<file path="src/rtl/fmpd_pkg.sv">
// ---------------------------------------------------------------------------
// fmpd_pkg
// Shared types, register map and lookup helpers of the FM phase demodulator.
// ---------------------------------------------------------------------------
package fmpd_pkg;

    localparam int ADDR_W  = 5;
    localparam int DATA_W  = 32;
    localparam int PHASE_W = 5;
    localparam int CODE_W  = 6;
    localparam int LEVEL_W = 3;

    localparam logic [5:0] PEDESTAL_RST  = 6'd20;
    localparam logic [2:0] GAIN_RST      = 3'd2;
    localparam logic [7:0] FLOOR_RST     = 8'd16;
    localparam logic [5:0] MILD_RST      = 6'd8;
    localparam logic [5:0] MEDIUM_RST    = 6'd28;
    localparam logic [5:0] MAXCORR_RST   = 6'd24;
    localparam logic [2:0] START_LVL_RST = 3'd2;

    typedef enum logic [2:0] {
        REG_PEDESTAL       = 3'd0,
        REG_GAIN_STEP      = 3'd1,
        REG_POWER_FLOOR    = 3'd2,
        REG_MILD_LIMIT     = 3'd3,
        REG_MEDIUM_LIMIT   = 3'd4,
        REG_MAX_CORRECTION = 3'd5,
        REG_START_LEVEL    = 3'd6
    } t_reg_idx;

    typedef struct packed {
        logic [5:0] pedestal;
        logic [2:0] gain_step;
        logic [7:0] power_floor;
        logic [5:0] mild_limit;
        logic [5:0] medium_limit;
        logic [5:0] max_correction;
        logic [2:0] start_level;
    } t_cfg;

    typedef struct packed {
        logic load_s2;
        logic adv_s2;
        logic load_s3;
        logic adv_s3;
    } t_pipe_ctl;

    typedef logic [255:0][PHASE_W-1:0] t_phase_lut;

    localparam int COS_BASE [9] = '{
        65536, 64277, 60547, 54491, 46341, 36410, 25080, 12785, 0
    };

    function automatic int f_cos_dir(input int k_in);
        int k;
        k = k_in % 32;
        if (k > 16) begin
            k = 32 - k;
        end
        if (k > 8) begin
            return -COS_BASE[16 - k];
        end
        return COS_BASE[k];
    endfunction

    function automatic int f_nibble(input int v);
        int n;
        n = v % 16;
        if (n >= 8) begin
            n = n - 16;
        end
        return n;
    endfunction

    function automatic t_phase_lut f_build_phase_lut();
        t_phase_lut lut;
        int x;
        int y;
        int best;
        int best_dot;
        int dot;
        for (int b = 0; b < 256; b++) begin
            x = 2 * f_nibble(b / 16) + 1;
            y = 2 * f_nibble(b) + 1;
            best = 0;
            best_dot = x * f_cos_dir(0) + y * f_cos_dir(24);
            for (int k = 1; k < 32; k++) begin
                dot = x * f_cos_dir(k) + y * f_cos_dir(k + 24);
                if (dot > best_dot) begin
                    best_dot = dot;
                    best = k;
                end
            end
            lut[b] = PHASE_W'(best);
        end
        return lut;
    endfunction

    localparam t_phase_lut PHASE_LUT = f_build_phase_lut();

    function automatic logic f_byte_conf(input logic [7:0] b, input logic [7:0] floor_v);
        logic signed [7:0] i8;
        logic signed [7:0] q8;
        logic [7:0]        pw;
        logic              i_rail;
        logic              q_rail;
        i8 = {{4{b[7]}}, b[7:4]};
        q8 = {{4{b[3]}}, b[3:0]};
        pw = 8'(i8 * i8 + q8 * q8);
        i_rail = (b[7:4] == 4'h8) || (b[7:4] == 4'h7);
        q_rail = (b[3:0] == 4'h8) || (b[3:0] == 4'h7);
        return (pw >= floor_v) && !(i_rail && q_rail);
    endfunction

endpackage

</file>
<file path="src/rtl/fmpd_apb_regs.sv">
// ---------------------------------------------------------------------------
// fmpd_apb_regs
// APB register file holding the demodulator configuration.
// ---------------------------------------------------------------------------
module fmpd_apb_regs (
    input  logic                      i_clk,
    input  logic                      i_rst_n,
    input  logic                      psel,
    input  logic                      penable,
    input  logic                      pwrite,
    input  logic [fmpd_pkg::ADDR_W-1:0] paddr,
    input  logic [fmpd_pkg::DATA_W-1:0] pwdata,
    output logic [fmpd_pkg::DATA_W-1:0] prdata,
    output logic                      pready,
    output fmpd_pkg::t_cfg            o_cfg
);
    import fmpd_pkg::*;

    t_cfg     r_cfg;
    t_reg_idx w_idx;
    logic     w_wr;

    assign w_idx  = t_reg_idx'(paddr[4:2]);
    assign w_wr   = psel && penable && pwrite;
    assign pready = 1'b1;
    assign o_cfg  = r_cfg;

    always_ff @(posedge i_clk) begin
        if (!i_rst_n) begin
            r_cfg.pedestal       <= PEDESTAL_RST;
            r_cfg.gain_step      <= GAIN_RST;
            r_cfg.power_floor    <= FLOOR_RST;
            r_cfg.mild_limit     <= MILD_RST;
            r_cfg.medium_limit   <= MEDIUM_RST;
            r_cfg.max_correction <= MAXCORR_RST;
            r_cfg.start_level    <= START_LVL_RST;
        end else if (w_wr) begin
            unique case (w_idx)
                REG_PEDESTAL:       r_cfg.pedestal       <= pwdata[5:0];
                REG_GAIN_STEP:      r_cfg.gain_step      <= pwdata[2:0];
                REG_POWER_FLOOR:    r_cfg.power_floor    <= pwdata[7:0];
                REG_MILD_LIMIT:     r_cfg.mild_limit     <= pwdata[5:0];
                REG_MEDIUM_LIMIT:   r_cfg.medium_limit   <= pwdata[5:0];
                REG_MAX_CORRECTION: r_cfg.max_correction <= pwdata[5:0];
                REG_START_LEVEL:    r_cfg.start_level    <= pwdata[2:0];
                default: ;
            endcase
        end
    end

    always_comb begin
        prdata = '0;
        unique case (w_idx)
            REG_PEDESTAL:       prdata = DATA_W'(r_cfg.pedestal);
            REG_GAIN_STEP:      prdata = DATA_W'(r_cfg.gain_step);
            REG_POWER_FLOOR:    prdata = DATA_W'(r_cfg.power_floor);
            REG_MILD_LIMIT:     prdata = DATA_W'(r_cfg.mild_limit);
            REG_MEDIUM_LIMIT:   prdata = DATA_W'(r_cfg.medium_limit);
            REG_MAX_CORRECTION: prdata = DATA_W'(r_cfg.max_correction);
            REG_START_LEVEL:    prdata = DATA_W'(r_cfg.start_level);
            default:            prdata = '0;
        endcase
    end

endmodule

</file>
<file path="src/rtl/fmpd_lane.sv">
// ---------------------------------------------------------------------------
// fmpd_lane
// One sample lane: table phase lookup and confidence test of one I/Q byte.
// ---------------------------------------------------------------------------
module fmpd_lane (
    input  logic                         i_clk,
    input  logic                         i_en,
    input  logic [7:0]                   i_sample,
    input  logic [7:0]                   i_power_floor,
    output logic [fmpd_pkg::PHASE_W-1:0] o_phase,
    output logic                         o_conf
);
    import fmpd_pkg::*;

    logic [PHASE_W-1:0] r_phase;
    logic               r_conf;

    always_ff @(posedge i_clk) begin
        if (i_en) begin
            r_phase <= PHASE_LUT[i_sample];
            r_conf  <= f_byte_conf(i_sample, i_power_floor);
        end
    end

    assign o_phase = r_phase;
    assign o_conf  = r_conf;

endmodule

</file>
<file path="src/rtl/fmpd_merge.sv">
// ---------------------------------------------------------------------------
// fmpd_merge
// Merges the two lanes: phase steps, scaled observation, level tracker
// and output code register.
// ---------------------------------------------------------------------------
module fmpd_merge (
    input  logic                         i_clk,
    input  logic                         i_rst_n,
    input  fmpd_pkg::t_pipe_ctl          i_ctl,
    input  fmpd_pkg::t_cfg               i_cfg,
    input  logic [fmpd_pkg::PHASE_W-1:0] i_phase0,
    input  logic [fmpd_pkg::PHASE_W-1:0] i_phase1,
    input  logic                         i_conf0,
    input  logic                         i_conf1,
    output logic [fmpd_pkg::CODE_W-1:0]  o_code
);
    import fmpd_pkg::*;

    // stage 2: steps and observation
    logic [PHASE_W-1:0]  r_last_phase;
    logic [PHASE_W-1:0]  w_b0;
    logic [PHASE_W-1:0]  w_b1;
    logic [5:0]          w_biased;
    logic signed [11:0]  w_steps;
    logic signed [11:0]  w_gain;
    logic signed [11:0]  w_obs_raw;
    logic [CODE_W-1:0]   w_obs;
    logic [3:0]          w_par_conf;

    logic [CODE_W-1:0]   r_obs;
    logic                r_conf;
    logic [3:0]          r_par_conf;

    // stage 3: tracker
    logic [LEVEL_W-1:0]  r_level;
    logic [CODE_W-1:0]   r_code;
    logic [CODE_W-1:0]   w_pred;
    logic signed [7:0]   w_innov;
    logic                w_neg;
    logic [5:0]          w_mag;
    logic [5:0]          w_half;
    logic [5:0]          w_smag;
    logic signed [7:0]   w_code_raw;
    logic [CODE_W-1:0]   n_code;

    always_comb begin
        w_b0      = i_phase0 - r_last_phase + PHASE_W'(16);
        w_b1      = i_phase1 - i_phase0 + PHASE_W'(16);
        w_biased  = 6'(w_b0) + 6'(w_b1);
        w_steps   = $signed({6'b0, w_biased}) - 12'sd32;
        w_gain    = $signed({8'b0, 1'b0, i_cfg.gain_step}) + 12'sd1;
        w_obs_raw = $signed({6'b0, i_cfg.pedestal}) + 12'((w_steps * w_gain) <<< 1);
        if (w_obs_raw < 0) begin
            w_obs = '0;
        end else if (w_obs_raw > 12'sd63) begin
            w_obs = 6'd63;
        end else begin
            w_obs = w_obs_raw[5:0];
        end
        for (int l = 0; l < 4; l++) begin
            w_par_conf[l] = f_byte_conf({2'(l), w_biased}, i_cfg.power_floor);
        end
    end

    always_ff @(posedge i_clk) begin
        if (!i_rst_n) begin
            r_last_phase <= '0;
        end else if (i_ctl.adv_s2) begin
            r_last_phase <= i_phase1;
        end
    end

    always_ff @(posedge i_clk) begin
        if (i_ctl.load_s2) begin
            r_obs      <= w_obs;
            r_conf     <= i_conf0 && i_conf1;
            r_par_conf <= w_par_conf;
        end
    end

    always_comb begin
        w_pred  = {r_level, 3'b100};
        w_innov = $signed({2'b0, r_obs}) - $signed({2'b0, w_pred});
        w_neg   = w_innov[7];
        w_mag   = w_neg ? 6'(-w_innov) : w_innov[5:0];
        w_half  = 6'((7'(w_mag) + 7'd1) >> 1);
        if (w_mag <= i_cfg.mild_limit) begin
            w_smag = w_mag;
        end else if (w_mag <= i_cfg.medium_limit) begin
            w_smag = w_half;
        end else if (w_mag > i_cfg.max_correction) begin
            w_smag = i_cfg.max_correction;
        end else begin
            w_smag = w_mag;
        end
        w_code_raw = w_neg ? $signed({2'b0, w_pred}) - $signed({2'b0, w_smag})
                           : $signed({2'b0, w_pred}) + $signed({2'b0, w_smag});
        if (r_conf) begin
            n_code = r_obs;
        end else begin
            if (w_code_raw < 0) begin
                n_code = '0;
            end else if (w_code_raw > 8'sd63) begin
                n_code = 6'd63;
            end else begin
                n_code = w_code_raw[5:0];
            end
            if (!r_level[2]) begin
                n_code[0] = r_par_conf[r_level[1:0]];
            end
        end
    end

    always_ff @(posedge i_clk) begin
        if (!i_rst_n) begin
            r_level <= START_LVL_RST;
        end else if (i_ctl.adv_s3) begin
            r_level <= n_code[5:3];
        end
    end

    always_ff @(posedge i_clk) begin
        if (i_ctl.load_s3) begin
            r_code <= n_code;
        end
    end

    assign o_code = r_code;

endmodule

</file>
<file path="src/rtl/iq_fm_phase_demodulator_core.sv">
// ---------------------------------------------------------------------------
// iq_fm_phase_demodulator_core
// FM phase-difference demodulator: two byte lanes, merge and tracker stage.
// ---------------------------------------------------------------------------
//  channel | handshake                  | payload
//  in      | i_in_valid / o_in_stall    | i_first_sample, i_second_sample
//  out     | o_out_valid / i_out_stall  | o_dac_code
//  cfg     | psel penable pwrite pready | paddr, pwdata, prdata
//
//  One item per cycle sustained while i_out_stall is low; three register
//  stages (valids r_v1, r_v2, r_v3); o_out_valid is the r_v3 flag.
//  The tracker level loop closes in stage 3; one item per unstalled cycle.
//  Reset clears all valids, the last phase and sets the tracker level to 2.
//  A stalled output holds the whole pipeline; empty stages still fill.
// ---------------------------------------------------------------------------
module iq_fm_phase_demodulator_core (
    input  logic                        i_clk,
    input  logic                        i_rst_n,
    input  logic                        i_in_valid,
    output logic                        o_in_stall,
    input  logic [7:0]                  i_first_sample,
    input  logic [7:0]                  i_second_sample,
    output logic                        o_out_valid,
    input  logic                        i_out_stall,
    output logic [5:0]                  o_dac_code,
    input  logic                        psel,
    input  logic                        penable,
    input  logic                        pwrite,
    input  logic [fmpd_pkg::ADDR_W-1:0] paddr,
    input  logic [fmpd_pkg::DATA_W-1:0] pwdata,
    output logic [fmpd_pkg::DATA_W-1:0] prdata,
    output logic                        pready
);
    import fmpd_pkg::*;

    t_cfg               w_cfg;
    t_pipe_ctl          w_ctl;
    logic               r_v1;
    logic               r_v2;
    logic               r_v3;
    logic               w_rdy1;
    logic               w_rdy2;
    logic               w_rdy3;
    logic [PHASE_W-1:0] w_phase0;
    logic [PHASE_W-1:0] w_phase1;
    logic               w_conf0;
    logic               w_conf1;

    assign w_rdy3 = !r_v3 || !i_out_stall;
    assign w_rdy2 = !r_v2 || w_rdy3;
    assign w_rdy1 = !r_v1 || w_rdy2;

    assign w_ctl.load_s2 = w_rdy2;
    assign w_ctl.adv_s2  = w_rdy2 && r_v1;
    assign w_ctl.load_s3 = w_rdy3;
    assign w_ctl.adv_s3  = w_rdy3 && r_v2;

    always_ff @(posedge i_clk) begin
        if (!i_rst_n) begin
            r_v1 <= 1'b0;
            r_v2 <= 1'b0;
            r_v3 <= 1'b0;
        end else begin
            if (w_rdy1) begin
                r_v1 <= i_in_valid;
            end
            if (w_rdy2) begin
                r_v2 <= r_v1;
            end
            if (w_rdy3) begin
                r_v3 <= r_v2;
            end
        end
    end

    fmpd_apb_regs u_regs (
        .i_clk   (i_clk),
        .i_rst_n (i_rst_n),
        .psel    (psel),
        .penable (penable),
        .pwrite  (pwrite),
        .paddr   (paddr),
        .pwdata  (pwdata),
        .prdata  (prdata),
        .pready  (pready),
        .o_cfg   (w_cfg)
    );

    fmpd_lane u_lane0 (
        .i_clk         (i_clk),
        .i_en          (w_rdy1),
        .i_sample      (i_first_sample),
        .i_power_floor (w_cfg.power_floor),
        .o_phase       (w_phase0),
        .o_conf        (w_conf0)
    );

    fmpd_lane u_lane1 (
        .i_clk         (i_clk),
        .i_en          (w_rdy1),
        .i_sample      (i_second_sample),
        .i_power_floor (w_cfg.power_floor),
        .o_phase       (w_phase1),
        .o_conf        (w_conf1)
    );

    fmpd_merge u_merge (
        .i_clk    (i_clk),
        .i_rst_n  (i_rst_n),
        .i_ctl    (w_ctl),
        .i_cfg    (w_cfg),
        .i_phase0 (w_phase0),
        .i_phase1 (w_phase1),
        .i_conf0  (w_conf0),
        .i_conf1  (w_conf1),
        .o_code   (o_dac_code)
    );

    assign o_in_stall  = !w_rdy1;
    assign o_out_valid = r_v3;

endmodule
</file>
<file path="config.mk">
export PLATFORM = sky130hd
export DESIGN_NAME = iq_fm_phase_demodulator_core
export DESIGN_NICKNAME = d
export VERILOG_FILES = /design/src/rtl/fmpd_pkg.sv /design/src/rtl/fmpd_apb_regs.sv /design/src/rtl/fmpd_lane.sv /design/src/rtl/fmpd_merge.sv /design/src/rtl/iq_fm_phase_demodulator_core.sv
export SDC_FILE = /design/constraint.sdc
export NUM_CORES = 1
export LEC_CHECK = 0
export BUFFER_PORTS_ARGS = -buffer_cell sky130_fd_sc_hd__buf_4
export CAP_MARGIN = 10
export CORE_MARGIN = 2
export CORE_UTILIZATION = 63
export CTS_CLUSTER_SIZE = 25
export DETAILED_ROUTE_END_ITERATION = 16
export GPL_ROUTABILITY_DRIVEN = 0
export PLACE_DENSITY = 0.83
export SLEW_MARGIN = 20
export SYNTH_ARGS = -nofsm -noshare
export SYNTH_HDL_FRONTEND = slang
export SYNTH_SLANG_ARGS = --single-unit
</file>
<file path="constraint.sdc">
create_clock -name i_clk -period 9.75 [get_ports i_clk]
set_input_delay 1.95 -clock i_clk [delete_from_list [all_inputs] [get_ports i_clk]]
set_output_delay 1.95 -clock i_clk [all_outputs]
set_load 0.03 [all_outputs]
</file>
# Word level (Yosys, flattened, before mapping)
# Memories as Yosys holds them, arrays and structs flattened. A register that Yosys moved wholly into a read port is not among the register bits.
# Index checks and enable logic that the tools add are counted.
dict set report word_totals {
  register_bits 68
  mem_bits_ro 2560
  out_inout_bits 41
  wordCells 132
  mem_count 2
}
dict set report op_classes {
  n_addsub 19
  n_mul 10
  n_lt_le_gt_ge 14
  eq_ne 17
  muxes 13
  n_reduce_logical 39
}
# name depth word_bits rd rd_ports_with_merged_regs write_ports line
set mem_list {}
lappend mem_list {{(name not given)} 256 5 1 1 0 fmpd_lane.sv:20} ;# r_phase <= PHASE_LUT[i_sample];
lappend mem_list {{(name not given)} 256 5 1 1 0 fmpd_lane.sv:20}
# op count
set ops {}
lappend ops {{case mux 8 bit (7 select lines)} 1}
lappend ops {{adder 8 bit} 6}
lappend ops {{greater-or-equal comparator 8 bit} 6}
lappend ops {{multiplier 4 x 4 -> 8 bit} 6}
lappend ops {{2-to-1 mux 6 bit} 8}
lappend ops {{== test 4 x 3 -> 1 bit, second input constant} 5}
lappend ops {{== test 4 bit, second input constant} 5}
lappend ops {{AND reduction 2 bit} 7}
lappend ops {{subtractor 6 x 6 -> 7 bit} 2}
lappend ops {{logical AND 1 bit} 13}
lappend ops {{adder 7 x 12 -> 12 bit} 1}
lappend ops {{> comparator 12 x 7 -> 1 bit, second input constant} 1}
lappend ops {{<= comparator 6 bit} 2}
lappend ops {{< comparator 12 x 1 -> 1 bit, second input constant} 1}
lappend ops {{multiplier 12 x 12 -> 11 bit} 1}
lappend ops {{multiplier 3 x 3 -> 6 bit} 2}
lappend ops {{adder 5 bit, second input constant} 2}
lappend ops {{subtractor 5 bit} 2}
lappend ops {{== test 3 bit, second input constant} 3}
lappend ops {{logical NOT 1 bit} 9}
lappend ops {{> comparator 8 x 7 -> 1 bit, second input constant} 1}
lappend ops {{logical OR 1 bit} 8}
lappend ops {{< comparator 8 x 1 -> 1 bit, second input constant} 1}
lappend ops {{2-to-1 mux 8 bit} 1}
lappend ops {{16 further kinds} 18}

# Longest topological paths before layout
# Gate-level depths: netlist (run 1).
dict set report depth {
  word_depth 14
  ltp_mapped 33
  ltp_nobuf 33
}

# Modules after synthesis
# A second synthesis (run 1) with hierarchy kept.
dict set report hier_totals {
  cells_unflattened 1740
  area_unflattened_um2 14366.3
}
# mod n_inst cells_per_inst area_each_um2 seq_area_each_um2
set by_module_without_submodules {}
lappend by_module_without_submodules {fmpd_merge 1 731 6276.0 670.6}
lappend by_module_without_submodules {{fmpd_lane at u_lane1} 1 390 2984.1 180.2}
lappend by_module_without_submodules {{fmpd_lane at u_lane0} 1 386 2961.6 180.2}
lappend by_module_without_submodules {fmpd_apb_regs 1 219 2016.9 760.7}
lappend by_module_without_submodules {iq_fm_phase_demodulator_core 1 14 127.6 60.1}

# Worst setup path after synthesis (run 1)
# OpenSTA, ideal clock, no wires.
dict set report synth_path {
  kind {reg-to-reg}
  start {reg u_lane1.r_phase[1], in the netlist u_lane1.o_phase[1]}
  end {reg u_merge.r_par_conf[2], data pin}
  setup_ps 262
  arrival_ps 7182
  required_time_ps 9488
  path_slack_ps 2306
  stages_incl_launch_ff 31
  path_buffers 0
  period_less_slack_ps 7444
  cell_sequence {edfxtp_1 -> ha_1 -> ha_1 -> inv_1 -> fa_1 -> inv_1 -> ha_1 -> a21oi_1 -> xnor2_1 -> nand2_1 -> fa_1 -> inv_1 -> fa_1 -> ha_1 -> inv_1 -> fa_1 -> xor2_1 -> inv_1 -> ha_1 -> ha_1 -> ha_1 -> ha_1 -> ha_1 -> a21o_1 -> a21oi_1 -> xnor2_1 -> xnor2_1 -> xnor2_1 -> ha_1 -> a21oi_1 -> a21oi_1}
}
dict set report synth_via {
  elab_chain_cells 8
  word_cells_on_any_way 14
  classes_between {add/sub (4); mul (2); order compare (1); eq/ne (2); reduce/logical (5)}
}
# element line
set synth_lines {}
lappend synth_lines {{from (decl)} fmpd_lane.sv:15} ;# logic [PHASE_W-1:0] r_phase;
lappend synth_lines {{subtractor 5 bit (*)} fmpd_merge.sv:48} ;# w_b1 = i_phase1 - i_phase0 + PHASE_W'(16);
lappend synth_lines {{adder 5 bit (*)} fmpd_merge.sv:48}
lappend synth_lines {{adder 5 x 5 -> 6 bit (*)} fmpd_merge.sv:49} ;# w_biased = 6'(w_b0) + 6'(w_b1);
lappend synth_lines {{parallel branches: the longest is 4 deep, another holds multiplier 4 x 4 -> 8 bit} n/a}
lappend synth_lines {{logical AND 1 bit (*)} fmpd_pkg.sv:112} ;# return (pw >= floor_v) && !(i_rail && q_rail);
lappend synth_lines {{net u_merge.w_par_conf[2]} fmpd_merge.sv:28} ;# logic [3:0] w_par_conf;
lappend synth_lines {{to (signal assigned)} fmpd_merge.sv:77} ;# r_par_conf <= w_par_conf;
lappend synth_lines {{to (decl)} fmpd_merge.sv:32} ;# logic [3:0] r_par_conf;
# Mark *: on every way through the listed nets, which the timed path passes.
# A chain may end at the register's enable or synchronous reset.

# Worst setup path after layout (run 1)
# Same ends and word-level chain as after synthesis.

==> impl_results.md, run 1 <==
* Async SR Flop Fraction at 0
* Top cells by area, synth: ha_1, fa_1, dfxtp_1
* Final setup vio count at 0
* Commonest non-fill, non-tap cell in the layout: ha_1
* Clock sinks at just under 80
* Die X at about 150 um
* Antenna viol nets, final at 0
* Final period utilization at 0.809
* Initial core utilization at 0.646
* RSZ-0062 raised after global routing: no
* Most frequent CP cell: ha_1
* Clk buf depth at 2
* N_diodes at 0
* Worst slew pin tran at between 900 and 1000 ps
* Setup Skew at 9.02 ps
* Clk_lat worst skew at 360 ps
* Reg2Reg Launch Point: u_lane1.o_phase[1]
* Rows at 53
* Sequential-to-total area share from yosys stat at 0.136
* Slowest library cell on the worst path: fa_1
* Slew Limit Headroom at 0.400
* Total CTS buffers at 9
* GRT Util Overall at 0.282
* Reg2Reg Setup Slack at 1860 ps
* Setup slack after layout at 1860 ps
* Clk slew on worst S/H paths at 70 ps
* Post-CTS setup buffers at 0
* Metal-1 WL at roughly 13 mm
* Critical Path Max Stage Delay at 570 ps
* Synth Flop Type: dfxtp_1
* Worst EP required at 9840 ps
* Area delta synth->final at 4.89%
* Core area at 21,100 sq um
* Met3 WL at 2.06 mm
* DR DRC count at 0
* H-tree levels at 3
* Setup TNS at 0 ps
* Grt total ovfl at 0
* Critical path class: reg2reg
* Vias at 11,600
* Final Hold Fails at 0
* FF-to-FF path depth at 31
* Worst Setup EP: u_merge.r_par_conf[2]
* Synth warnings at 0
* R2r endpoint: u_merge.r_par_conf[2]
* Synthesized area per cell at 8.21 sq um
* CTS tree: built
* Post-DP HPWL at ~24 mm
* Worst Setup End Kind: flip-flop
* Resized cells post-CTS at 0
* Port bufs at 49
* Layout Nets at 2,015
* Min Tclk post-route at 7890 ps
* Vias in the first global route at 11,300
* Boundary Pins at 101
* Wire per inst at 16.3 um
* Max_cap viols at 0
* Uppermost layer routed: met4
* Worst path top cell family by delay: adder cells
* Via density at 6.02
* Max Slew Vio Count at 0
* Initial antenna violation count at 0
* Synthesized area at 13,600 sq um
* Hold_ws at between 400 and 500 ps
* Post-Synthesis Cells at 1,659
* Area fraction of the dominant cell type after synthesis at 0.209
* Crit path depth at 31
* Worst EP arrival at 7990 ps
* Largest net degree at the start of global routing at 62
* Area leader, netlist: ha_1
* Met2 WL at 15.9 mm
* Netlist cell types at 83
* Maximum clock rate at 0.127 GHz
* Status: complete, no violations
* Post-synth EDFFs at 29
* Die height at 151 um
* Share of cells above drive strength 1 at 0.0633
* HP Class: reg2reg
* #FFs+latches synth at roughly 80
* DR iter-0 viols at around 700
* 1st-pass router iterations at 5
* Hold-fix buffers, CTS at 0
* Pre-CTS setup slack at 1980 ps
* Commonest non-fill, non-tap cells in the layout: ha_1, inv_1, nand2_1
* Worst Path Buf+Inv at 6
* First-pass GRT wire length at between 50 and 60 mm
* Critical Path Source: u_lane1.o_phase[1]
* Worst-path fanout max at 10
* Worst Setup Start Kind: flip-flop
* CTS root buf: clkbuf_16
* Routed WL at 31.5 mm
* Die footprint at 22,800 sq um
## flip-flops by register name (all words and copies together), names as in the netlist
register,count
u_lane0.o_phase,5
u_lane1.o_conf,1
o_out_valid,1
u_lane0.o_conf,1
u_merge.r_conf,1
r_v2,1
u_merge.o_code,6
r_v1,1
u_merge.r_obs,6
u_merge.r_level,3
u_merge.r_last_phase,5
u_merge.r_par_conf,4
u_lane1.o_phase,5
u_regs.o_cfg,38
## metrics by stage
stage,util,area (sq um),instances
after floorplan,-,13700,1684
after global placement,0.663,14000,1918
after detailed placement,0.663,14000,1918
after CTS,0.677,14300,1934
after global routing,0.677,14300,1934
final,0.677,14300,1934
## worst min path at each step
stage	start	endpoint	slack (ps)	cells after the start
floorplan	u_regs.o_cfg[1]	u_regs.o_cfg[1]	440	2
global placement	u_merge.r_last_phase[1]	u_merge.r_last_phase[1]	450	2
detailed placement	u_merge.r_last_phase[2]	u_merge.r_last_phase[2]	460	2
CTS	u_merge.r_last_phase[2]	u_merge.r_last_phase[2]	470	2
global route	u_merge.r_last_phase[3]	u_merge.r_last_phase[3]	510	2
finish	u_merge.r_last_phase[2]	u_merge.r_last_phase[2]	470	2
## worst reg2reg max path, delay by kind of cell, from the launching register on
kind | cells | cell delay, ps
AO/OA/AOI/OAI | 5 | 870
XOR/XNOR | 5 | 830
adder cells (fa/ha/maj) | 14 | 4810
buffers and inverters | 6 | 580
flip-flops | 1 | 410
AND/OR/NAND/NOR | 1 | 140
## cell families (layout without fill, tap and decap cells)
group,Yosys count,after routing,share of synthesized area
AO/OA/AOI/OAI,409,409,0.197
XOR/XNOR,91,91,0.0601
adder cells (fa/ha/maj),301,301,0.317
buffers and inverters,303,278,0.0917
flip-flops,78,78,0.136
multiplexers,61,61,0.0535
other,2,27,0.000552
AND/OR/NAND/NOR,414,414,0.144
## routing by layer
metal | track usage | vias up
met5 | 0 | -
met4 | 0.113 | 0
met3 | 0.0361 | 81
met2 | 0.514 | 492
met1 | 0.334 | 5419
li1 | - | 5650
## cell usage after synthesis (all sizes together), types with 31 or more instances
cell type  count
nand2        131
mux2i         49
ha           227
inv          208
nor2b         41
a21oi        121
nand3         31
fa            74
nor2         115
dfxtp         49
o21ai         91
xnor2         73
buf           38
clkbuf        54
a21o          56
## layout make-up
type                            count  area (sq um)
Inverter                          211           795
Multi-Input combinational cell   1303         10600
Tap cell                          275           344
Clock buffer                        9           225
Timing Repair Buffer               51           383
Clock inverter                      7          73.8
Fill cell                        1689          6810
Sequential cell                    78          1850
Power of run 1 is not shown: default switching activity piles up to over one toggle a cycle in this logic, so the estimate is an artifact.
==> run 2, diff against run 1 <==
Settings changed: CORE_UTILIZATION 63 to 57, PLACE_DENSITY 0.83 to 0.79.
Clock period 9.75 ns to 6.39 ns, I/O delays scaled along.
==> run 2 against run 1 <==
Against the previous run: the flow now finishes with violations (negative setup slack); sequential share of layout area fell by 0.73 points; utilization shrank 3.3 points; clock-buffer cell count stayed put; non-clock buffer count grew 54; sequential cell count stayed put; first-iteration DRC count decreased by 5.6%; die area up 10%.
==> impl_results.md, run 2 (synthesis results as in run 1) <==
* Most frequent CP cell: ha_4
* Grt total ovfl at 0
* Post-DP HPWL at 24.9 mm
* N_diodes at 0
* Worst-path fanout max at 4
* Max Slew Vio Count at 0
* Commonest non-fill, non-tap cells in the layout: ha_1, inv_1, nand2_1
* Reg2Reg Launch Point: u_lane0.o_phase[1]
* Worst Path Buf+Inv at 4
* Total CTS buffers at 9
* Port bufs at 49
* Sequential standard cell area at roughly 1900 sq um
* Multi-input logic area at 11,000 sq um
* Max_cap viols at 0
* CTS root buf: clkbuf_16
* Slowest library cell on the worst path: fa_2
* Initial antenna violation count at 0
* Fin cells at 2,032
* Status: finished with violations
* Layout Nets at 2,069
* First-pass GRT wire length at ~54 mm
* Routed WL at 32.4 mm
* Via density at roughly 5.8
* Critical path class: reg2reg
* DR DRC count at 0
* Share of cells above drive strength 1 at 0.123
* Worst Setup End Kind: flip-flop
* Maximum clock rate at 0.148 GHz
* Hold_ws at roughly 460 ps
* Die height at roughly 160 um
* DR iter-0 viols at 663
* Largest net degree at the start of global routing at 50
* Die footprint at 25,100 sq um
* HP Class: reg2reg
* Core area at between 20,000 and 25,000 sq um
* Post-DP Area at between 10,000 and 15,000 sq um
* Boundary Pins at 101
* Wire per inst at ~16 um
* Vias in the first global route at 11,500
* Area delta synth->final at 11.1%
* Clk buf depth at 2
* Final setup vio count at 1
* Max FFs per register at 38
* Final Hold Fails at 0
* Failing checks: negative setup slack
* Clk slew on worst S/H paths at 70 ps
* Worst Setup Start Kind: flip-flop
* Vias at approximately 12,000
* CTS tree: built
* Placed Cells at 2,005
* Fillcell total at 1,947
* Commonest non-fill, non-tap cell in the layout: ha_1
* Clock sinks at slightly below 80
* Rows at 56
* Core Util, Final at 0.644
* Worst slew pin tran at between 700 and 800 ps
* Post-route cell area at 15,100 sq um
* RSZ-0062 raised after global routing: yes
* Setup slack after layout at -359 ps
* 1st-pass router iterations at 5
* Hold Crit Start: u_merge.r_last_phase[3]
* Worst path top cell family by delay: adder cells
* H-tree levels at 3
* Initial core utilization at 0.580
* Critical Path Source: u_lane0.o_phase[1]
* Final period utilization at 1.06
* Setup Skew at 10.2 ps
* Min Tclk post-route at 6750 ps
* GRT Util Overall at 0.263
* Worst EP arrival at 6840 ps
* Critical Path Max Stage Delay at 600 ps
* Die X at 159 um
* Antenna viol nets, final at 0
* Worst EP required at 6490 ps
* Clk_lat worst skew at 350 ps
* Slew Limit Headroom at 0.469
[run 2: tightest hold or removal path, delay by kind of cell (launching register included)]
| family | cells | cell delay [ps] |
|---|---|---|
| AO/OA/AOI/OAI | 1 | 60 |
| flip-flops | 1 | 310 |
| AND/OR/NAND/NOR | 1 | 50 |
[run 2: area by class of cell]
class                   instances  share of cell area
well taps                     319              0.0264
inverters                     211              0.0527
multi-input cells            1303               0.724
clock inverters                 7             0.00546
clock buffers                   9              0.0149
repair buffers                105              0.0542
flip-flops and latches         78               0.122
[run 2: worst paths after layout]
check / cells after the start / endpoint / slack, ps
worst max-delay path: 29 / u_merge.r_par_conf[2] / -360
worst max register to register: 29 / u_merge.r_par_conf[2] / -360
worst min-delay path: 2 / u_merge.r_last_phase[3] / 460
worst min register to register: 2 / u_merge.r_last_phase[3] / 460
[run 2: per-stage QoR]
step	TNS (ps)	setup WS, ps
floorplan	-247	-247
global placement	-291	-291
detailed placement	-807	-406
CTS	-273	-273
global route	-733	-535
finish	-359	-359
[run 2: timing repair]
action,CTS,global route
pin swaps,23,15
buffers inserted,6,5
hold buffers,0,0
resized for setup,18,28
gates cloned,0,0
setup endpoints to repair,7,7
hold endpoints to repair,0,0
[run 2: layer usage]
metal | vias up | routed length (um) | track usage
met3 | 69 | 1670 | 0.0321
met4 | 0 | 956 | 0.0965
met1 | 5622 | 13200 | 0.314
met5 | - | 0 | 0
li1 | 5745 | - | -
met2 | 374 | 16600 | 0.483
Power of run 2 is left out for the same reason.
